$ cat src/can_fast_packet_reassembler_macros.svh
// ============================================================================
// CAN fast-packet reassembler assertion macros
// Shared concurrent assertion forms for the reassembler modules.
// ============================================================================
`ifndef CAN_FAST_PACKET_REASSEMBLER_MACROS_SVH
`define CAN_FAST_PACKET_REASSEMBLER_MACROS_SVH

// Same-cycle implication, disabled while reset is asserted.
`define CFPR_ASSERT_IMPL(lbl, clk, rstn, ante, cons) \
    lbl: assert property (@(posedge clk) disable iff (!(rstn)) (ante) |-> (cons)) \
        else $error("cfpr: assertion failed");

// Next-cycle implication, disabled while reset is asserted.
`define CFPR_ASSERT_NEXT(lbl, clk, rstn, ante, cons) \
    lbl: assert property (@(posedge clk) disable iff (!(rstn)) (ante) |=> (cons)) \
        else $error("cfpr: assertion failed");

`endif

$ cat src/cfpr_pkg.sv
// ============================================================================
// CAN fast-packet reassembler package
// Types, constants and the fast-packet PGN list shared by the modules.
// ============================================================================
`timescale 1ns / 1ps

package cfpr_pkg;

    // Default sizes.
    localparam int CFPR_BUF_DEPTH      = 256;
    localparam int CFPR_FAST_LIST_SIZE = 17;

    // Wide address used for buffer bounds checks (covers depths below 4096).
    localparam int CFPR_XW = 12;

    // Field widths.
    localparam int CFPR_PGN_W = 19;
    localparam int CFPR_CNT_W = 32;

    // Frame constants.
    localparam logic [3:0] CFPR_MAX_LEN  = 4'd9;
    localparam logic [4:0] CFPR_SEQ_MASK = 5'h1f;

    // Fixed list of PGNs that travel as fast packets.
    localparam int CFPR_TABLE_LEN = 17;
    localparam logic [CFPR_PGN_W-1:0] CFPR_FAST_PGNS [CFPR_TABLE_LEN] = '{
        19'd126464, 19'd126996, 19'd127489, 19'd128275, 19'd129540, 19'd129542,
        19'd129793, 19'd129794, 19'd129798, 19'd129802, 19'd129809, 19'd129810,
        19'd130935, 19'd130842, 19'd262161, 19'd262384, 19'd262386
    };

    // Item action codes.
    localparam logic ACT_FRAME = 1'b0;
    localparam logic ACT_READ  = 1'b1;

    // Message assembly status.
    typedef enum logic [1:0] {
        ST_COMPLETE   = 2'd0,
        ST_ERROR      = 2'd1,
        ST_INCOMPLETE = 2'd2
    } t_asm_st;

    // Sequencer states.
    typedef enum logic [2:0] {
        S_IDLE,
        S_DECIDE,
        S_WRITE,
        S_CHECK,
        S_READ,
        S_DONE
    } t_state;

    // Kind of frame being stored.
    typedef enum logic [1:0] {
        K_START,
        K_CONT,
        K_SINGLE
    } t_kind;

    // Buffer port request from the sequencer.
    typedef struct packed {
        logic               we;
        logic [CFPR_XW-1:0] waddr;
        logic [7:0]         wdata;
        logic [CFPR_XW-1:0] raddr;
    } t_buf_req;

    // One result item.
    typedef struct packed {
        logic [CFPR_CNT_W-1:0] cancels;
        logic [CFPR_CNT_W-1:0] errors;
        logic [CFPR_CNT_W-1:0] messages;
        logic [CFPR_CNT_W-1:0] frames;
        logic [7:0]            read_byte;
        logic [7:0]            msg_len;
        logic [CFPR_PGN_W-1:0] msg_pgn;
        logic [1:0]            msg_status;
    } t_result;

endpackage

$ cat src/cfpr_buf.sv
// ============================================================================
// CAN fast-packet reassembler message buffer
// Single-port-write, registered-read byte memory for reassembled messages.
// ============================================================================
`timescale 1ns / 1ps

module cfpr_buf #(
    parameter int BUF_DEPTH = cfpr_pkg::CFPR_BUF_DEPTH
) (
    input  logic              i_clk,
    input  cfpr_pkg::t_buf_req i_req,
    output logic [7:0]        o_rd_data
);
    import cfpr_pkg::*;

    localparam int AW = $clog2(BUF_DEPTH);

    logic [7:0] r_mem [BUF_DEPTH];
    logic [7:0] r_rd_data;

    // Byte write, gated by the sequencer's bounds check.
    always_ff @(posedge i_clk) begin
        if (i_req.we) begin
            r_mem[i_req.waddr[AW-1:0]] <= i_req.wdata;
        end
    end

    // Registered read.
    always_ff @(posedge i_clk) begin
        r_rd_data <= r_mem[i_req.raddr[AW-1:0]];
    end

    assign o_rd_data = r_rd_data;

endmodule

$ cat src/cfpr_seq.sv
// ============================================================================
// CAN fast-packet reassembler sequencer
// Classifies each frame and stores its bytes one per cycle through a shared
// pointer increment and compare unit; keeps the message state and counters.
// ============================================================================
`timescale 1ns / 1ps
`include "can_fast_packet_reassembler_macros.svh"

module cfpr_seq #(
    parameter int BUF_DEPTH      = cfpr_pkg::CFPR_BUF_DEPTH,
    parameter int FAST_LIST_SIZE = cfpr_pkg::CFPR_FAST_LIST_SIZE
) (
    input  logic                              i_clk,
    input  logic                              i_rst_n,
    // Item start
    input  logic                              i_start,
    input  logic                              i_action,
    input  logic [cfpr_pkg::CFPR_PGN_W-1:0]   i_frame_pgn,
    input  logic [3:0]                        i_frame_len,
    input  logic [63:0]                       i_payload,
    input  logic [7:0]                        i_ninth_byte,
    input  logic [7:0]                        i_read_index,
    output logic                              o_ready,
    // Result handoff
    output logic                              o_res_valid,
    input  logic                              i_res_ack,
    output cfpr_pkg::t_result                 o_res,
    // Buffer port
    output cfpr_pkg::t_buf_req                o_buf,
    input  logic [7:0]                        i_rd_data
);
    import cfpr_pkg::*;

    localparam logic [CFPR_XW-1:0] DEPTH_X = CFPR_XW'(BUF_DEPTH);

    // Control state.
    t_state                r_state, n_state;
    t_asm_st               r_ast, n_ast;
    t_kind                 r_kind, n_kind;
    logic [8:0]            r_exp, n_exp;
    logic [8:0]            r_ptr, n_ptr;
    logic [7:0]            r_ann, n_ann;
    logic [7:0]            r_dlen, n_dlen;
    logic [CFPR_PGN_W-1:0] r_dpgn, n_dpgn;
    logic [CFPR_CNT_W-1:0] r_frames, n_frames;
    logic [CFPR_CNT_W-1:0] r_msgs, n_msgs;
    logic [CFPR_CNT_W-1:0] r_errs, n_errs;
    logic [CFPR_CNT_W-1:0] r_cancels, n_cancels;
    logic [3:0]            r_bidx, n_bidx;
    logic [3:0]            r_bend, n_bend;

    // Captured item.
    logic                  r_action;
    logic [CFPR_PGN_W-1:0] r_pgn;
    logic [3:0]            r_len;
    logic [7:0]            r_bytes [9];
    logic [7:0]            r_idx;

    logic                  is_fast;
    logic                  cancel_hit;
    logic                  do_store;
    logic [7:0]            seq0;
    logic                  rd_ok;

    // Capture the item at accept; the length is clamped to nine bytes.
    always_ff @(posedge i_clk) begin
        if (i_start) begin
            r_action <= i_action;
            r_pgn    <= i_frame_pgn;
            r_len    <= (i_frame_len > CFPR_MAX_LEN) ? CFPR_MAX_LEN : i_frame_len;
            for (int i = 0; i < 8; i++) begin
                r_bytes[i] <= i_payload[8*i +: 8];
            end
            r_bytes[8] <= i_ninth_byte;
            r_idx      <= i_read_index;
        end
    end

    // Fast-packet list match over independent entries.
    always_comb begin
        is_fast = 1'b0;
        for (int i = 0; i < CFPR_TABLE_LEN; i++) begin
            if (i < FAST_LIST_SIZE && CFPR_FAST_PGNS[i] == r_pgn) begin
                is_fast = 1'b1;
            end
        end
    end

    assign seq0       = r_bytes[0];
    assign cancel_hit = (r_dpgn == '0) && (r_ast == ST_INCOMPLETE);
    assign do_store   = (r_kind != K_CONT) || ({1'b0, r_ann} > r_ptr);
    assign rd_ok      = {{(CFPR_XW-8){1'b0}}, r_idx} < DEPTH_X;

    // Control state register.
    always_ff @(posedge i_clk) begin
        if (!i_rst_n) begin
            r_state   <= S_IDLE;
            r_ast     <= ST_COMPLETE;
            r_kind    <= K_SINGLE;
            r_exp     <= '0;
            r_ptr     <= '0;
            r_ann     <= '0;
            r_dlen    <= '0;
            r_dpgn    <= '0;
            r_frames  <= '0;
            r_msgs    <= '0;
            r_errs    <= '0;
            r_cancels <= '0;
            r_bidx    <= '0;
            r_bend    <= '0;
        end else begin
            r_state   <= n_state;
            r_ast     <= n_ast;
            r_kind    <= n_kind;
            r_exp     <= n_exp;
            r_ptr     <= n_ptr;
            r_ann     <= n_ann;
            r_dlen    <= n_dlen;
            r_dpgn    <= n_dpgn;
            r_frames  <= n_frames;
            r_msgs    <= n_msgs;
            r_errs    <= n_errs;
            r_cancels <= n_cancels;
            r_bidx    <= n_bidx;
            r_bend    <= n_bend;
        end
    end

    // Next state, message bookkeeping and buffer port.
    always_comb begin
        n_state   = r_state;
        n_ast     = r_ast;
        n_kind    = r_kind;
        n_exp     = r_exp;
        n_ptr     = r_ptr;
        n_ann     = r_ann;
        n_dlen    = r_dlen;
        n_dpgn    = r_dpgn;
        n_frames  = r_frames;
        n_msgs    = r_msgs;
        n_errs    = r_errs;
        n_cancels = r_cancels;
        n_bidx    = r_bidx;
        n_bend    = r_bend;

        o_buf.we    = 1'b0;
        o_buf.waddr = {{(CFPR_XW-9){1'b0}}, r_ptr};
        o_buf.wdata = r_bytes[r_bidx];
        o_buf.raddr = {{(CFPR_XW-8){1'b0}}, r_idx};

        case (r_state)
            S_IDLE: begin
                if (i_start) begin
                    n_state = (i_action == ACT_READ) ? S_READ : S_DECIDE;
                end
            end

            S_DECIDE: begin
                n_frames = r_frames + 1'b1;
                if (is_fast && r_len == CFPR_MAX_LEN) begin
                    if ((seq0[4:0] & CFPR_SEQ_MASK) == '0) begin
                        // Start of a new fast message.
                        if (cancel_hit) begin
                            n_cancels = r_cancels + 1'b1;
                        end
                        n_ann   = r_bytes[1];
                        n_exp   = {1'b0, seq0} + 9'd1;
                        n_ptr   = '0;
                        n_dpgn  = '0;
                        n_ast   = ST_INCOMPLETE;
                        n_kind  = K_START;
                        n_bidx  = 4'd2;
                        n_bend  = 4'd7;
                        n_state = S_WRITE;
                    end else if ({1'b0, seq0} == r_exp) begin
                        // Expected continuation.
                        n_ast   = ST_INCOMPLETE;
                        n_kind  = K_CONT;
                        n_bidx  = 4'd1;
                        n_bend  = 4'd7;
                        n_state = S_WRITE;
                    end else begin
                        // Out-of-sequence fast frame.
                        n_exp   = '0;
                        n_ann   = '0;
                        n_ast   = ST_ERROR;
                        n_errs  = r_errs + 1'b1;
                        n_state = S_DONE;
                    end
                end else begin
                    // Single frame stored whole.
                    if (cancel_hit) begin
                        n_cancels = r_cancels + 1'b1;
                    end
                    n_ptr   = '0;
                    n_exp   = '0;
                    n_dlen  = {4'd0, r_len};
                    n_ann   = '0;
                    n_dpgn  = r_pgn;
                    n_ast   = ST_COMPLETE;
                    n_msgs  = r_msgs + 1'b1;
                    n_kind  = K_SINGLE;
                    n_bidx  = '0;
                    n_bend  = r_len - 4'd1;
                    n_state = (r_len == '0) ? S_DONE : S_WRITE;
                end
            end

            S_WRITE: begin
                // One byte per cycle; bytes past the buffer end are dropped.
                if (do_store) begin
                    o_buf.we = ({{(CFPR_XW-9){1'b0}}, r_ptr} < DEPTH_X);
                    n_ptr    = r_ptr + 9'd1;
                end
                n_bidx = r_bidx + 4'd1;
                if (r_bidx == r_bend) begin
                    n_state = (r_kind == K_CONT) ? S_CHECK : S_DONE;
                end
            end

            S_CHECK: begin
                // Continuation completes the message when the pointer meets the length.
                if (r_ptr == {1'b0, r_ann}) begin
                    n_dlen = r_ann;
                    n_ann  = '0;
                    n_dpgn = r_pgn;
                    n_ast  = ST_COMPLETE;
                    n_msgs = r_msgs + 1'b1;
                end else begin
                    n_exp = r_exp + 9'd1;
                end
                n_state = S_DONE;
            end

            S_READ: begin
                n_state = S_DONE;
            end

            S_DONE: begin
                if (i_res_ack) begin
                    n_state = S_IDLE;
                end
            end

            default: begin
                n_state = S_IDLE;
            end
        endcase
    end

    // Result fields reflect the state after the item.
    always_comb begin
        o_res            = '0;
        o_res.msg_status = r_ast;
        o_res.msg_pgn    = r_dpgn;
        o_res.msg_len    = r_dlen;
        o_res.read_byte  = (r_action == ACT_READ && rd_ok) ? i_rd_data : 8'd0;
        o_res.frames     = r_frames;
        o_res.messages   = r_msgs;
        o_res.errors     = r_errs;
        o_res.cancels    = r_cancels;
    end

    assign o_ready     = (r_state == S_IDLE);
    assign o_res_valid = (r_state == S_DONE);

    // Buffer writes happen only while storing frame bytes.
    `CFPR_ASSERT_IMPL(a_we_in_write, i_clk, i_rst_n, o_buf.we, r_state == S_WRITE)
    // The byte index never runs past the last byte of the frame.
    `CFPR_ASSERT_IMPL(a_bidx_bound, i_clk, i_rst_n, r_state == S_WRITE, r_bidx <= r_bend)
    // An accepted item leaves the idle state at once.
    `CFPR_ASSERT_NEXT(a_start_busy, i_clk, i_rst_n, i_start && o_ready, r_state != S_IDLE)
    // A result handoff returns the sequencer to idle.
    `CFPR_ASSERT_NEXT(a_ack_idle, i_clk, i_rst_n, o_res_valid && i_res_ack, o_ready)

endmodule

$ cat src/can_fast_packet_reassembler.sv
// ============================================================================
// CAN fast-packet reassembler
// Rebuilds multi-frame fast-packet messages from CAN frames into a byte buffer.
// ============================================================================
// Usage:
// Input items arrive on the s_axis channel. tuser selects the action: 0 stores
// a frame, 1 reads one byte of the message buffer at read_index. Every input
// item gives exactly one result item on m_axis with the message status, the
// PGN and length of the last completed message, the read byte and four
// wrapping counters (frames, messages, sequence errors, cancels).
// After the input accept the sequencer steps through its states before the
// result reaches the m_axis output register: a read or an error frame goes
// straight to the result, a single frame writes its bytes and a start or
// continuation frame its payload bytes (a continuation then checks for
// completion). The next item is accepted once the result is handed over. The
// byte sequencer writes one buffer byte per cycle; one item is worked on at a
// time and s_axis_tready is high only while the sequencer is idle.
// The result sits in an output register, so the next item is accepted while
// it waits; if the receiver stalls with that register full, the sequencer
// holds its result and accepts nothing more until m_axis_tready rises.
// Synchronous reset clears the message state and counters; buffer contents
// are undefined until written.
// ============================================================================
`timescale 1ns / 1ps

module can_fast_packet_reassembler #(
    parameter int BUF_DEPTH      = cfpr_pkg::CFPR_BUF_DEPTH,
    parameter int FAST_LIST_SIZE = cfpr_pkg::CFPR_FAST_LIST_SIZE
) (
    input  logic          i_clk,
    input  logic          i_rst_n,
    // Input items
    input  logic          s_axis_tvalid,
    output logic          s_axis_tready,
    // frame_pgn[18:0], frame_len[22:19], payload[86:23], ninth_byte[94:87],
    // read_index[102:95], zero pad[103]
    input  logic [103:0]  s_axis_tdata,
    // action[0]
    input  logic          s_axis_tuser,
    // Result items
    output logic          m_axis_tvalid,
    input  logic          m_axis_tready,
    // msg_status[1:0], msg_pgn[20:2], msg_len[28:21], read_byte[36:29],
    // frames_seen[68:37], messages_done[100:69], sequence_errors[132:101],
    // cancelled_messages[164:133], zero pad[167:165]
    output logic [167:0]  m_axis_tdata
);
    import cfpr_pkg::*;

    logic     seq_ready;
    logic     start;
    logic     res_valid;
    logic     res_ack;
    t_result  res;
    t_buf_req buf_req;
    logic [7:0] rd_data;

    logic     r_out_valid;
    t_result  r_out;

    assign start         = s_axis_tvalid && seq_ready;
    assign s_axis_tready = seq_ready;

    // Hand the result over when the output register is free or being emptied.
    assign res_ack = res_valid && (!r_out_valid || m_axis_tready);

    cfpr_seq #(
        .BUF_DEPTH      (BUF_DEPTH),
        .FAST_LIST_SIZE (FAST_LIST_SIZE)
    ) u_seq (
        .i_clk        (i_clk),
        .i_rst_n      (i_rst_n),
        .i_start      (start),
        .i_action     (s_axis_tuser),
        .i_frame_pgn  (s_axis_tdata[18:0]),
        .i_frame_len  (s_axis_tdata[22:19]),
        .i_payload    (s_axis_tdata[86:23]),
        .i_ninth_byte (s_axis_tdata[94:87]),
        .i_read_index (s_axis_tdata[102:95]),
        .o_ready      (seq_ready),
        .o_res_valid  (res_valid),
        .i_res_ack    (res_ack),
        .o_res        (res),
        .o_buf        (buf_req),
        .i_rd_data    (rd_data)
    );

    cfpr_buf #(
        .BUF_DEPTH (BUF_DEPTH)
    ) u_buf (
        .i_clk     (i_clk),
        .i_req     (buf_req),
        .o_rd_data (rd_data)
    );

    // Output register valid flag.
    always_ff @(posedge i_clk) begin
        if (!i_rst_n) begin
            r_out_valid <= 1'b0;
        end else if (res_ack) begin
            r_out_valid <= 1'b1;
        end else if (m_axis_tready) begin
            r_out_valid <= 1'b0;
        end
    end

    // Output register payload.
    always_ff @(posedge i_clk) begin
        if (res_ack) begin
            r_out <= res;
        end
    end

    assign m_axis_tvalid = r_out_valid;
    assign m_axis_tdata  = {3'b000, r_out};

endmodule
$ cat config.mk
export PLATFORM = sky130hd
export DESIGN_NAME = can_fast_packet_reassembler
export DESIGN_NICKNAME = d
export VERILOG_FILES = /design/src/cfpr_pkg.sv /design/src/cfpr_buf.sv /design/src/cfpr_seq.sv /design/src/can_fast_packet_reassembler.sv
export VERILOG_INCLUDE_DIRS = /design/src /design/src/src
export SDC_FILE = /design/constraint.sdc
export NUM_CORES = 2
export LEC_CHECK = 0
export ABC_AREA = 1
export BUFFER_PORTS_ARGS = -buffer_cell sky130_fd_sc_hd__buf_2
export CAP_MARGIN = 20
export CORE_MARGIN = 4
export CORE_UTILIZATION = 60
export CTS_CLUSTER_SIZE = 24
export DETAILED_ROUTE_END_ITERATION = 16
export PLACE_DENSITY_LB_ADDON = 0.15
export SLEW_MARGIN = 20
export SYNTH_ARGS = -nofsm -noshare
export SYNTH_HDL_FRONTEND = slang
export SYNTH_SLANG_ARGS = --single-unit
$ cat constraint.sdc
create_clock -name i_clk -period 30 [get_ports i_clk]
set_clock_uncertainty 0.05 [all_clocks]
set_input_delay 1.5 -clock i_clk [delete_from_list [all_inputs] [get_ports i_clk]]
set_output_delay 1.5 -clock i_clk [all_outputs]
set_load 0.02 [all_outputs]
After elaboration in Yosys (flattened, before gate mapping)
Memories as Yosys holds them, arrays and structs flattened. A register that Yosys moved wholly into a read port is not among the register bits.
Index checks and enable logic that the tools add are counted.
Widths: inputs -> output; s select.
{ "totals": {"mem_bits_ro": 0, "regBits": 394, "n_memories": 2, "elab_cells": 189, "latch_bits": 0, "ram_bits": 2120} }
{ "mem_list": {"columns": ["name", "words", "width", "rd", "rd_ports_with_merged_regs", "write_ports", "line_no", "source"], "rows": [
  ["u_buf.r_mem", 256, 8, 1, 1, 1, "cfpr_buf.sv:18", "logic [7:0] r_mem [BUF_DEPTH];"],
  ["u_seq.r_bytes", 9, 8, 3, 1, 9, "cfpr_seq.sv:56", "logic [7:0] r_bytes [9];"]
]} }
{ "classes": {"mul": 0, "bitwise": 2, "n_eq_ne": 41, "n_reduce_logical": 26, "n_lt_le_gt_ge": 3, "n_shift": 0, "muxes": 79, "add_sub_neg": 9, "div_mod_pow": 0} }
{ "op_table": {"columns": ["operator", "n"], "rows": [
  ["$eq 17x19->1 const A", 14],
  ["$mux 32", 5],
  ["$add 32x1->32 const B", 4],
  ["$pmux 32 s2", 1],
  ["$mux 9", 7],
  ["$eq 19x19->1 const A", 3],
  ["$mux 19", 3],
  ["$mux 8", 6],
  ["$pmux 19 s2", 1],
  ["$pmux 9 s2", 2],
  ["$mux 4", 8],
  ["$pmux 8 s2", 2],
  ["$mux 3", 9],
  ["$mux 1", 25],
  ["$logic_not 19->1", 1],
  ["$add 9x1->9 const B", 2],
  ["$reduce_and 3->1", 6],
  ["$pmux 3 s5", 1],
  ["$mux 2", 7],
  ["$ne 2x1->1 const B", 6],
  ["$add 8x1->9 const B", 1],
  ["$eq 8x9->1", 1],
  ["$eq 9x8->1", 1],
  ["$gt 8x9->1", 1],
  ["other kinds (27)", 43]
]} }

Longest topological paths before layout
{ "depth": {"ltp_word": 23, "ltp_mapped": 19, "ltp_nobuf": 18} }

Cells and area by module
From an unflattened synthesis, not the netlist that was laid out.
{ "hier_totals": {"cells_unflattened": 9125, "hier_area_um2": 103260.3} }
{ "by_module_without_submodules": {"columns": ["mod", "cells_per_inst", "area_each_um2", "instances"], "rows": [
  ["cfpr_buf", 7003, 83396.2, 1],
  ["cfpr_seq", 1944, 14824.2, 1],
  ["can_fast_packet_reassembler", 178, 5039.8, 1]
]} }

Worst setup path after synthesis
OpenSTA, ideal clock, no wires.
{ "synth_timing": {"path_type": "input to register", "startpoint": "input m_axis_tready", "endpoint": "register r_out (netlist bit m_axis_tdata[0]), enable pin", "setup_slack_ns": 11.820, "arrival_time_ns": 17.036, "n_path_buf": 0, "required_time_ns": 28.855, "path_stages": 2, "cell_sequence": "nor2_1 nor4_1"} }
{ "synth_via": {"elab_chain_len": 2} }
{ "synth_lines": {"columns": ["item", "line_no", "source"], "rows": [
  ["from (decl)", "can_fast_packet_reassembler.sv:42", "input logic m_axis_tready,"],
  ["$logic_or 1x1->1", "can_fast_packet_reassembler.sv:65", "assign res_ack = res_valid && (!r_out_valid || m_axis_tready);"],
  ["$logic_and 1x1->1", "can_fast_packet_reassembler.sv:65", null],
  ["net res_ack", "can_fast_packet_reassembler.sv:53", "logic res_ack;"],
  ["to (signal assigned)", "can_fast_packet_reassembler.sv:110", "r_out <= res;"],
  ["to (decl)", "can_fast_packet_reassembler.sv:59", "t_result r_out;"]
]} }
The timed path passes the listed nets, and every way through them passes these cells.
A chain may end at the register's enable or synchronous reset.

==> metrics.txt <==
status complete, no violations; Initial DRC Count 8,546; clock share of power 33.9%; Synth Flop Type edfxtp_1; pin count of the biggest net entering global routing 271; worst stage delay on the critical path 0.96 ns; Reg area 0.0738 mm^2; Initial Util 60.7%; final core occ 67.0%; CTS Root Cell clkbuf_16; die footprint 0.176 mm^2; Slew HR 15.8%; fin crit period 6.67 ns; Skew-Pair Late Insertion Delay 0.87 ns; fin worst setup slack 23.33 ns; P per Cell Area 78.5 mW/mm^2; syn avg cell area 11.8 um^2; total track usage 29.2%; Tcrit/Tclk final 22.2%; clock buffer count from CTS 237; CTS resizes 0; global route overflow 0; asr flop ratio synth 0%; Post-CTS Setup Inserts 0; leakage power 37.3 nW; DP Worst Slack 23.30 ns; Routed Antenna Nets 0; DR WL/cell 23.5 um; input/output buffers 274; data required time of the critical path 30.76 ns; Final Max Tran Viols 0; Std-Cell Rows 150; vias in the first global route 64,900; First-pass DRT Iterations 6; Crit Path Category reg -> reg; core area 0.168 mm^2; hold_sp u_seq.r_dlen[2]$_SDFFE_PN0P_; filler instances 12,100; Combinational Power Share 16.6%; unrepaired setup endpoints after global routing no; Fmax 150 MHz; via count 68,300; Mapped Cells 8,641; CTS Sinks 2,526; Switching Share 28.5%; cell family with most CP delay buffers and inverters; synth warn 0; die extent in y 420 um; WP data arrival 7.43 ns; internal power 6.31 mW; Cell variety after synth 59; Final Net Count 8,824; CP endpoint kind flip-flop; count leader, synth edfxtp_1; P_sw 2.52 mW; FF+latch count, synth 2,526; worst-path maximum fanout 270; area occupied by multi-input gates 0.0250 mm^2; synth-to-layout area growth 10.4%; final hold vios 0; clk slew on worst S/H paths 0.06 ns; MaxCap Viol Count 0; Die W 420 um; cts hold-fix bufs 0; crit-path cells buf_4, inv_16, buf_12, buf_4, buf_4, buf_4, o21ai_0, o22ai_1, nand2_1, nand3_1, nand3_1, nand3_1, nand3_1, a21oi_1, or2_1; synth top area cells edfxtp_1 68%, nor2_1 5.9%, o21ai_0 5.4%, dfxtp_1 4.1%, nand2_1 3.7%; vias per cell 6.15; initial antenna violation count 4; final wirelength 262,000 um; first-pass GRT wire length 390,000 um; synthesized cell area 0.102 mm^2; Synth area leader edfxtp_1; crit start category flip-flop; EDFF count, synth 2,317; Max VDD drop 0.0792 mV; I/O pin count 279; share of layout cells above drive strength 1 9.08%; Crit path buffers/inverters 6; Clock Tree Buf Depth 3; DRC 0; register area share after synthesis 72.4%; FF-to-FF Start u_seq.r_idx[0]$_DFFE_PP_; hold slack 0.384 ns; path category of the worst min-delay check reg -> reg; CTS tree done; overall power 8.83 mW; Crit-path slowest cell buf_4; Worst Setup SP u_seq.r_idx[0]$_DFFE_PP_; final setup fails 0; Post-synth top cells 2,317 x edfxtp_1, 1,589 x nor2_1, 1,107 x o21ai_0; DPL Wire Length 147,000 um; Fin Setup TNS 0 ns; worst-margin pin slew 1.26 ns; GP Congestion 0.914; Flop pwr share 49.5%; H-tree depth 4; share of the synthesized area in the top cell type 68.3%
## worst paths after layout
path	endpoint	slack, ns	cells past startpoint
hold / removal	m_axis_tdata[23]$_DFFE_PP_	0.38	0
setup reg to reg	u_buf.o_rd_data[7]$_DFF_P_	23.33	15
hold reg to reg	m_axis_tdata[23]$_DFFE_PP_	0.38	0
setup / recovery	u_buf.o_rd_data[7]$_DFF_P_	23.33	15
## cells in the final DEF (no fill, tap or decap), drive strengths merged, types with 37 or more instances in the layout
cell    count
edfxtp   2317
nor2     1597
o21ai    1117
nand2    1012
nand3     625
o22ai     502
buf       358
clkbuf    293
inv       279
dfxtp     209
a21oi     146
clkinv    118
nand4      59
nor3       48
xor2       41
nor4       37
## power groups by stage
stage / Sequential [mW] / Combinational, mW / Clock, mW
2_1_floorplan: 4.57 / 0.855 / 0
3_3_place_gp: 4.44 / 1.39 / 0
3_5_place_dp: 4.45 / 1.43 / 0
4_1_cts: 4.37 / 1.44 / 3.02
5_1_grt: 4.38 / 1.58 / 3.18
6_report: 4.37 / 1.46 / 2.99
## per-layer routing
| metal | vias up | share of wire [%] | track usage, % |
|---|---|---|---|
| met3 | 585 | 9.3 | 6.07 |
| met1 | 33100 | 39 | 39.2 |
| met4 | 0 | 4.6 | 13.1 |
| li1 | 31200 | - | - |
| met2 | 3403 | 47 | 46.5 |
| met5 | - | 0 | 0 |
## worst register-to-register path, cell delays in order, from the launching register on
cell and delay (ns):
edfxtp_1 0.35, buf_4 0.38, inv_16 0.65, buf_12 0.62, buf_4 0.94, buf_4 0.98, buf_4 0.98, o21ai_0 0.23
o22ai_1 0.17, nand2_1 0.07, nand3_1 0.13, nand3_1 0.20, nand3_1 0.26, nand3_1 0.30, a21oi_1 0.21, or2_1 0.11
## sequential cells by signal, indices dropped and copies added, names as in the netlist, 19 cells and up, named ones only
register         flops
m_axis_tdata       165
u_buf.r_mem       2048
u_seq.r_bytes       72
u_seq.r_cancels     32
u_seq.r_dpgn        19
u_seq.r_errs        32
u_seq.r_frames      32
u_seq.r_msgs        32
u_seq.r_pgn         19
## cell type report
type / instances / share of cell area, %
sequential: 2526 / 65.5
multi-input combinational: 5294 / 22.2
clock buffer: 293 / 5.61
tap: 2204 / 2.45
timing repair buffer: 358 / 1.91
clock inverter: 156 / 1.33
inverter: 275 / 0.948
antenna: 10 / 0.0222
## cell families (layout without fill, tap and decap cells)
logic type | count (synthesis) | count (layout) | share of synthesized area [%]
AOI/OAI and AO/OA | 1804 | 1804 | 9.65
other | 1 | 13 | 0.00368
xor gates and xnor gates | 58 | 58 | 0.499
and+or+nand+nor | 3397 | 3397 | 13.8
adders and majority gates | 23 | 23 | 0.282
DFF | 2526 | 2526 | 72.4
buffers and inverters | 823 | 1082 | 3.28
muxes | 9 | 9 | 0.0884
## metrics by stage
| step | instances | instance area (um^2) |
|---|---|---|
| global route | 11100 | 113000 |
| CTS | 11100 | 112000 |
| floorplan | 8643 | 102000 |
| global placement | 10700 | 105000 |
| finish | 11100 | 113000 |
| detailed placement | 10700 | 105000 |
No activity file was read; power rests on OpenSTA's default activity.
